### config.mk
export PLATFORM = sky130hd
export DESIGN_NAME = rtc_registers_to_unix_seconds_top
export DESIGN_NICKNAME = d
export VERILOG_FILES = /design/src/rtl/rtrus_pkg.sv /design/src/rtl/rtrus_decode.sv /design/src/rtl/rtrus_seconds.sv /design/src/rtl/rtc_registers_to_unix_seconds_top.sv
export SDC_FILE = /design/constraint.sdc
export NUM_CORES = 1
export LEC_CHECK = 0
export BUFFER_PORTS_ARGS = -buffer_cell sky130_fd_sc_hd__buf_2
export CORE_MARGIN = 10
export CORE_UTILIZATION = 50
export DETAILED_ROUTE_END_ITERATION = 8
export HOLD_SLACK_MARGIN = 0.1
export PLACE_DENSITY_LB_ADDON = 0.15
export SETUP_SLACK_MARGIN = 0.05
export SLEW_MARGIN = 0
export SYNTH_ARGS = -nofsm -noshare
export SYNTH_HDL_FRONTEND = slang
export SYNTH_SLANG_ARGS = --single-unit
### constraint.sdc
create_clock -name clk -period 11 [get_ports clk]
set_clock_uncertainty 0.15 [all_clocks]
set_input_delay 1.65 -clock clk [delete_from_list [all_inputs] [get_ports clk]]
set_output_delay 1.65 -clock clk [all_outputs]
set_load 0.01 [all_outputs]
### src/rtl/rtrus_pkg.sv
package rtrus_pkg;

  localparam int unsigned RAW_W  = 56;
  localparam int unsigned DAYS_W = 17;
  localparam int unsigned SEC_W  = 34;

  localparam logic [16:0] DAY_SEC  = 17'd86400;
  localparam logic [11:0] HOUR_SEC = 12'd3600;
  localparam logic [5:0]  MIN_SEC  = 6'd60;

  localparam logic [8:0]  EPOCH_YEARS  = 9'd30;   // 1970 .. 1999
  localparam logic [7:0]  EPOCH_LEAPS  = 8'd7;    // leap years 1972 .. 1996
  localparam logic [8:0]  YEAR_DAYS    = 9'd365;
  localparam logic [7:0]  CENTURY_2100 = 8'd100;
  localparam logic [7:0]  CENTURY_2200 = 8'd200;

  localparam int unsigned ST_BINARY = 2;
  localparam int unsigned ST_24H    = 1;

  // snapshot, second in the low byte
  typedef struct packed {
    logic [7:0] status;
    logic [7:0] year;
    logic [7:0] month;
    logic [7:0] day;
    logic [7:0] hour;
    logic [7:0] minute;
    logic [7:0] second;
  } rtrus_raw_t;

  typedef struct packed {
    logic              valid;
    logic [DAYS_W-1:0] days;
    logic [7:0]        hour;
    logic [7:0]        minute;
    logic [7:0]        second;
  } rtrus_dec_t;

  function automatic logic [7:0] bcd_to_bin(input logic [7:0] v);
    logic [7:0] tens;
    tens = {4'd0, v[7:4]};
    return 8'({4'd0, v[3:0]} + ((tens << 3) + (tens << 1)));
  endfunction

  function automatic logic [8:0] month_start(input logic [3:0] m);
    logic [8:0] r;
    unique case (m)
      4'd1:    r = 9'd0;
      4'd2:    r = 9'd31;
      4'd3:    r = 9'd59;
      4'd4:    r = 9'd90;
      4'd5:    r = 9'd120;
      4'd6:    r = 9'd151;
      4'd7:    r = 9'd181;
      4'd8:    r = 9'd212;
      4'd9:    r = 9'd243;
      4'd10:   r = 9'd273;
      4'd11:   r = 9'd304;
      4'd12:   r = 9'd334;
      default: r = 9'd0;
    endcase
    return r;
  endfunction

endpackage

### src/rtl/rtrus_decode.sv
module rtrus_decode
  import rtrus_pkg::*;
(
  input  rtrus_raw_t raw,
  output rtrus_dec_t dec
);

  logic       binary;
  logic       h24;
  logic [7:0] sec_d;
  logic [7:0] min_d;
  logic [7:0] hr_d;
  logic [7:0] hr_bcd;
  logic [7:0] day_d;
  logic [7:0] mon_d;
  logic [7:0] yr_d;
  logic [6:0] hr_low;
  logic [3:0] hr_q;
  logic [6:0] hr_mod;
  logic [7:0] hr_f;
  logic [7:0] leaps;
  logic       leap_yr;
  logic [8:0] years;
  logic [DAYS_W-1:0] base;

  assign binary = raw.status[ST_BINARY];
  assign h24    = raw.status[ST_24H];
  assign hr_bcd = bcd_to_bin({1'b0, raw.hour[6:0]});

  always_comb begin
    if (binary) begin
      sec_d = raw.second;
      min_d = raw.minute;
      hr_d  = raw.hour;
      day_d = raw.day;
      mon_d = raw.month;
      yr_d  = raw.year;
    end else begin
      sec_d = bcd_to_bin(raw.second);
      min_d = bcd_to_bin(raw.minute);
      hr_d  = {raw.hour[7], hr_bcd[6:0]};
      day_d = bcd_to_bin(raw.day);
      mon_d = bcd_to_bin(raw.month);
      yr_d  = bcd_to_bin(raw.year);
    end
  end

  // hour mod 12 by reciprocal, exact for 0..127
  assign hr_low = hr_d[6:0];
  assign hr_q   = 4'((14'(hr_low) * 14'd43) >> 9);
  assign hr_mod = 7'(hr_low - 7'(hr_q * 7'd12));

  always_comb begin
    if (h24) begin
      hr_f = hr_d;
    end else if (hr_d[7]) begin
      hr_f = 8'(hr_mod) + 8'd12;
    end else if (hr_low == 7'd12) begin
      hr_f = 8'd0;
    end else begin
      hr_f = {1'b0, hr_low};
    end
  end

  // leap years in 1970 .. 2000+yr-1
  assign leaps = 8'((9'(yr_d) + 9'd3) >> 2) - 8'(yr_d > CENTURY_2100)
               - 8'(yr_d > CENTURY_2200) + EPOCH_LEAPS;
  assign leap_yr = (yr_d[1:0] == 2'd0) && (yr_d != CENTURY_2100) && (yr_d != CENTURY_2200);

  assign years = 9'(yr_d) + EPOCH_YEARS;
  assign base  = DAYS_W'(years) * DAYS_W'(YEAR_DAYS);

  always_comb begin
    dec.valid  = (mon_d >= 8'd1) && (mon_d <= 8'd12) && (day_d >= 8'd1) && (day_d <= 8'd31);
    dec.days   = base + DAYS_W'(leaps) + DAYS_W'(month_start(mon_d[3:0])) + DAYS_W'(day_d)
               - DAYS_W'(1) + DAYS_W'(leap_yr && (mon_d > 8'd2));
    dec.hour   = hr_f;
    dec.minute = min_d;
    dec.second = sec_d;
  end

endmodule

### src/rtl/rtrus_seconds.sv
module rtrus_seconds
  import rtrus_pkg::*;
(
  input  rtrus_dec_t       dec,
  output logic             time_valid,
  output logic [SEC_W-1:0] unix_seconds
);

  logic [SEC_W-1:0] total;

  assign total = SEC_W'(dec.days) * SEC_W'(DAY_SEC)
               + SEC_W'(dec.hour) * SEC_W'(HOUR_SEC)
               + SEC_W'(dec.minute) * SEC_W'(MIN_SEC)
               + SEC_W'(dec.second);

  assign time_valid   = dec.valid;
  assign unix_seconds = dec.valid ? total : '0;

endmodule

### src/rtl/rtc_registers_to_unix_seconds_top.sv
// Pipeline: an accepted request passes through the input, decode and result registers.
// Throughput: one request per cycle while out_tready is high; a low out_tready stalls the pipeline.
// Stalls propagate back stage by stage; in_tready falls only when every stage is full.
// Reset: synchronous active-low rst_n clears all stage valid flags; payload is not reset.
module rtc_registers_to_unix_seconds_top
  import rtrus_pkg::*;
(
  input  logic             clk,
  input  logic             rst_n,
  input  logic             in_tvalid,
  output logic             in_tready,
  // raw_second, raw_minute, raw_hour, raw_day, raw_month, raw_year, status_byte
  input  logic [RAW_W-1:0] in_tdata,
  output logic             out_tvalid,
  input  logic             out_tready,
  // unix_seconds[33:0], zero pad
  output logic [39:0]      out_tdata,
  // time_valid
  output logic [0:0]       out_tuser
);

  logic             s0_v_r;
  rtrus_raw_t       s0_raw_r;
  logic             s1_v_r;
  rtrus_dec_t       s1_dec_r;
  logic             out_v_r;
  logic             out_ok_r;
  logic [SEC_W-1:0] out_sec_r;

  rtrus_dec_t       dec;
  logic             sec_ok;
  logic [SEC_W-1:0] sec_val;
  logic             s0_adv;
  logic             s1_adv;

  assign s1_adv    = !out_v_r || out_tready;
  assign s0_adv    = !s1_v_r || s1_adv;
  assign in_tready = !s0_v_r || s0_adv;

  rtrus_decode u_decode (
    .raw (s0_raw_r),
    .dec (dec)
  );

  rtrus_seconds u_seconds (
    .dec          (s1_dec_r),
    .time_valid   (sec_ok),
    .unix_seconds (sec_val)
  );

  always_ff @(posedge clk) begin
    if (!rst_n) begin
      s0_v_r  <= 1'b0;
      s1_v_r  <= 1'b0;
      out_v_r <= 1'b0;
    end else begin
      if (in_tready) begin
        s0_v_r <= in_tvalid;
      end
      if (s0_adv) begin
        s1_v_r <= s0_v_r;
      end
      if (s1_adv) begin
        out_v_r <= s1_v_r;
      end
    end
  end

  always_ff @(posedge clk) begin
    if (in_tready && in_tvalid) begin
      s0_raw_r <= rtrus_raw_t'(in_tdata);
    end
    if (s0_adv) begin
      s1_dec_r <= dec;
    end
    if (s1_adv) begin
      out_ok_r  <= sec_ok;
      out_sec_r <= sec_val;
    end
  end

  assign out_tvalid = out_v_r;
  assign out_tdata  = {6'd0, out_sec_r};
  assign out_tuser  = out_ok_r;

  a_invalid_zero: assert property (@(posedge clk) disable iff (!rst_n)
    out_tvalid && !out_tuser[0] |-> out_tdata == 40'd0)
    else $error("invalid result carries nonzero seconds");

  a_s1_hold: assert property (@(posedge clk) disable iff (!rst_n)
    s1_v_r && !s1_adv |=> s1_v_r && $stable(s1_dec_r))
    else $error("decode stage overwritten while stalled");

  a_s0_load: assert property (@(posedge clk) disable iff (!rst_n)
    in_tvalid && in_tready |=> s0_v_r)
    else $error("accepted request not captured");

  a_days_floor: assert property (@(posedge clk) disable iff (!rst_n)
    s1_v_r && s1_dec_r.valid |-> s1_dec_r.days >= DAYS_W'(10957))
    else $error("day count below year 2000");

endmodule
Yosys cells after proc, flatten, opt, wreduce, memory -nomap -nowiden
Memory sizes are Yosys's and may differ from the RTL's.
Index checks and enable logic that the tools add are counted.
- logic and storage cells: 84
- bits in writable memories: 0
- bits in read-only memories: 144
- register bits: 131
- latch bits: 0
- memories: 1
- memories (memory ; words ; width ; read ports ; clocked after Yosys merged registers in ; write ports ; RTL line ; RTL):
    (no name shown) ; 16 ; 9 ; 1 ; 0 ; 0 ; rtrus_pkg.sv:47 ; unique case (m)
- muxes and demuxes: 9
- $mul: 6
- shift-type cells: 0
- reduce and logical (&&, ||, !) cells: 14
- $lt $le $gt $ge: 7
- divide/modulo/power cells: 0
- bitwise operators: 0
- add/subtract/negate cells: 27
- equal/unequal tests: 3
- operator list (cell ; count):
    $mux 8 ; 7
    $add 4x8->8 ; 5
    $add 7x5->8 ; 5
    $add 17x8->17 ; 2
    $add 34x14->34 ; 1
    $add 34x20->34 ; 1
    $add 34x8->34 ; 1
    $mul 17x10->27 const B ; 1
    $add 17x1->17 ; 1
    $add 17x9->17 ; 1
    $mul 9x9->17 const B ; 1
    $sub 17x1->17 const B ; 1
    $ge 8x1->1 const B ; 2
    $mul 8x8->16 const B ; 1
    $mux 7 ; 2
    $mul 7x6->13 const B ; 1
    $mul 8x4->12 const B ; 1
    $add 8x2->9 const B ; 1
    $add 8x5->9 const B ; 1
    $add 7x4->8 const B ; 1
    $add 8x3->8 const B ; 1
    $gt 8x2->1 const B ; 1
    $gt 8x7->1 const B ; 1
    $gt 8x8->1 const B ; 1
    15 further kinds ; 25

Logic depth before layout (Yosys ltp)
- depth in word-level cells: 12
- mapped depth: 36
- gate-level depth less buffers: 36

Cells and area by module
From an unflattened synthesis, not the netlist that was laid out.
- cell total of the unflattened synthesis: 1621
- area, all modules: 16952.5 um^2
- by module, submodules not included (module ; area an instance (um^2) ; times used ; cells each):
    rtrus_seconds ; 6555.0 ; 1 ; 760
    rtrus_decode ; 6232.2 ; 1 ; 708
    rtc_registers_to_unix_seconds_top ; 4165.2 ; 1 ; 153

Worst setup path before layout
No wires, ideal clock.
- kind: register to register
- start: register s0_raw_r[50] in the netlist's numbering
- end: register s1_dec_r[40] in the netlist's numbering (data pin)
- setup slack: 2.298 ns
- buffers on the path: 3
- period minus slack after synthesis: 8.702 ns
- stages on the path, launching flop included: 34
- data arrival time: 8.293 ns
- cell sequence: edfxtp_1 buf_6 clkbuf_1 buf_1 mux2i_1 ha_1 o211ai_1 nand2_1 nand2_1 ha_1 inv_1 ha_1 ha_1 fa_1 a21oi_1 nand2_1 xor2_1 fa_1 fa_1 inv_1 fa_1 inv_1 fa_1 fa_1 inv_1 ha_1 o21ai_0 a21boi_0 o21ai_0 a211oi_1 nor3_1 o41ai_1 a21oi_1 xnor2_1
- RTL lines (item ; RTL line ; RTL):
    from (decl) ; rtc_registers_to_unix_seconds_top.sv:23 ; rtrus_raw_t s0_raw_r;
    from (signal assigned) ; rtc_registers_to_unix_seconds_top.sv:71 ; s0_raw_r <= rtrus_raw_t'(in_tdata);
    to (signal assigned) ; rtc_registers_to_unix_seconds_top.sv:74 ; s1_dec_r <= dec;
    to (decl) ; rtc_registers_to_unix_seconds_top.sv:25 ; rtrus_dec_t s1_dec_r;

==> results by group <==
Global route
  – Initial antenna violation count: 0
  – Largest net degree at the start of global routing: 44
  – First-pass GRT wire length: 53200 microns
  – Total grt overflow: 0
  – Vias in the first global route: 11100
  – Gr usage total: 15.9%

Cells and area
  – Layout cells sized above 1: under 10%
  – Register Area: 3870 sq um
  – Finished Layout Cells: 2141
  – P&R area growth vs syn: 9.68%
  – Fin nets: 2223
  – Filler Cell Count: 2875
  – Footprint of the multi-input gates: 11200 sq um
  – Ant. Diodes: 0

Routing
  – WL met2: around 14000 microns
  – Routed Antenna Nets: 0
  – Post-DR wirelength/cell: 14.5 microns
  – DR pass1 iterations: 5
  – Iteration-0 DRC Markers: about 350
  – DR WL met3: between 1000 and 1500 microns
  – Drc violations: 0
  – Via-to-Cell Ratio: 5.03
  – Top routing layer used: met4
  – Met1 Wirelength: 15200 microns
  – Routed via count: 10800
  – WL final: 31100 microns

Timing
  – Max-slew violations: 0
  – Fmax: 107 MHz
  – Tcrit/Tclk final: between 80% and 90%
  – Final Hold Viols: 0
  – TNS Setup: 0 ns
  – Rel. slew slack: 25.0%
  – RSZ-0062 raised after global routing: no
  – Final setup fails: 0
  – Final worst-path setup slack: 1.63 ns
  – Worst slew pin tran: approximately 1.1 ns
  – Tmin final: 9.37 ns

Clock network
  – Count of hold buffers inserted by post-cts repair: 0
  – CTS H-tree lvls: 4
  – PostCTS Resize Cnt: 0
  – Clk slew on worst S/H paths: 0.06 ns
  – Max clock buf depth: 2
  – Sink Count: 130
  – Num CTS Buffers: 17
  – CTS tree: done
  – Root Buffer: clkbuf_16
  – Setup bufs post-CTS: 0
  – Clk_lat worst skew: 0.45 ns

Place
  – Final HPWL DP: 26400 microns
  – IO buf count: 90
  – Placed Cells: between 2000 and 2500
  – RD Place Congestion: 0.826
  – Post-place setup slack: 1.65 ns

Critical path
  – Worst Setup End Kind: flip-flop
  – CP max stage cell: o31ai_1
  – Worst reg2reg path endpoint: s1_dec_r[40]
  – Crit path DAT: about 9.4 ns
  – Worst EP required: 11.03 ns
  – Reg2reg setup slack: 1.63 ns
  – CP Launch Type: flip-flop
  – Crit-path max cell delay: 0.72 ns
  – Worst Setup EP: s1_dec_r[40]
  – Crit. Startpoint: s0_raw_r[43]
  – Reg2reg start: s0_raw_r[43]
  – CP max FO: 7
  – Critical Path Most Common Cell: fa_1
  – FF-to-FF path depth: 35
  – Crit Path Class: flip-flop to flip-flop

Logic synthesis
  – Post-synth EDFFs: 127
  – Asr flop ratio synth: 0%
  – Area leader, netlist: ha_1
  – Synth cell types: 66
  – Top cell type's share of synthesized area: 25.3%
  – Top-count cell post-synth: ha_1
  – Mapped cell area: 16400 sq um
  – Synth Warn #: 0
  – Synth Register Bits: 130
  – Register area share after synthesis: 23.6%
  – Top_reg_cell synth: edfxtp_1
  – Syn Area/Cell: 10.3 sq um
  – Synth Instances: 1587
  – Post-synth top cells: ha_1, inv_1, fa_1
  – Top post-synthesis cells by area: ha_1, edfxtp_1, fa_1, inv_1, xnor2_1

Floorplanning
  – Die width: 201 microns
  – # rows: 66
  – Initial core utilization: 50.5%
  – Core Region: 32500 sq um
  – IO Count: slightly above 100
  – Die height: 201 microns
  – DIE AREA: around 40000 sq um

Job
  – Max-Cap Viols: 0

Outcome
  – Status: finished clean

Worst hold path
  – HP Class: flip-flop to flip-flop
[worst min-delay path by stage]
| stage | slack, ns | start | end | cells after the start |
|---|---|---|---|---|
| final | 0.28 | s0_raw_r[8] | s1_dec_r[8] | 0 |
| after detailed placement | 0.27 | s0_raw_r[8] | s1_dec_r[8] | 0 |
| after global placement | 0.25 | s0_raw_r[8] | s1_dec_r[8] | 0 |
| after global routing | 0.29 | s0_raw_r[8] | s1_dec_r[8] | 0 |
| after CTS | 0.29 | s0_raw_r[8] | s1_dec_r[8] | 0 |
| after floorplan | 0.25 | s0_raw_r[0] | s1_dec_r[0] | 0 |
[layer usage]
metal  vias to the layer above  GRT usage [%]
li1                       5541              -
met1                      5061           20.9
met2                       140           26.1
met3                        24           3.31
met4                         0           4.22
met5                         -              0
[metrics by stage]
| step | utilization [%] | instance area (sq um) | hold WS, ns |
|---|---|---|---|
| after detailed placement | 53.5 | 17400 | 0.270 |
| after CTS | 55.4 | 18000 | 0.289 |
| after global routing | 55.4 | 18000 | 0.294 |
| final | 55.4 | 18000 | 0.279 |
| after floorplan | - | 16400 | 0.250 |
| after global placement | 53.5 | 17400 | 0.253 |
[sequential cells by signal (all words and copies together) (netlist names)]
signal / cells
s1_v_r: 1
out_tuser: 1
s0_v_r: 1
out_sec_r: 34
out_tvalid: 1
s1_dec_r: 42
s0_raw_r: 50
[cells by family (layout without fill, tap and decap cells)]
logic type,Yosys count,in the layout,share of synthesized area [%]
compound gates,261,261,10.1
flops,130,130,23.6
simple gates,227,227,6.84
fa+ha+maj,476,476,43.0
buf+inv,344,451,8.06
mux,30,30,1.99
xor+xnor,118,118,6.39
other cells,1,6,0.0229
[placed cells by master, fill, tap and decap left out, types with 7 or more instances in the layout]
cell	instances
mux2_2	13
a211oi_1	12
edfxtp_1	127
a21oi_1	91
mux2i_1	14
fa_1	145
o21ai_0	46
inv_1	324
ha_1	331
nor3_1	20
nand2_1	50
xnor2_1	79
and2_1	11
o211ai_1	9
and3_1	7
nand3_1	19
clkbuf_16	17
nand2b_1	9
o21a_1	12
nand4_1	9
o21bai_1	9
xor2_1	38
nor2b_1	18
buf_2	90
nor2_1	60
a31oi_1	8
or3_1	7
a21o_1	36
[layout make-up]
type                            instances  share of cell area (%)
Multi-Input combinational cell       1118                    62.5
Timing Repair Buffer                   95                    2.72
Inverter                              325                    6.79
Clock buffer                           17                    2.37
Clock inverter                         14                    1.01
Sequential cell                       130                    21.6
Tap cell                              442                    3.08
[worst max-delay path: cells and delay by family (launching register included)]
| kind | cells | cell delay (ns) |
|---|---|---|
| AND/OR/NAND/NOR | 4 | 0.46 |
| XOR/XNOR | 2 | 0.33 |
| buffers and inverters | 6 | 0.31 |
| adder cells (fa/ha/maj) | 12 | 4.67 |
| AO/OA/AOI/OAI | 11 | 2.84 |
| flip-flops | 1 | 0.35 |
Power is left out: the tool's default activity adds up to more than one toggle a clock period on the data nets, which glitch-free logic cannot reach.
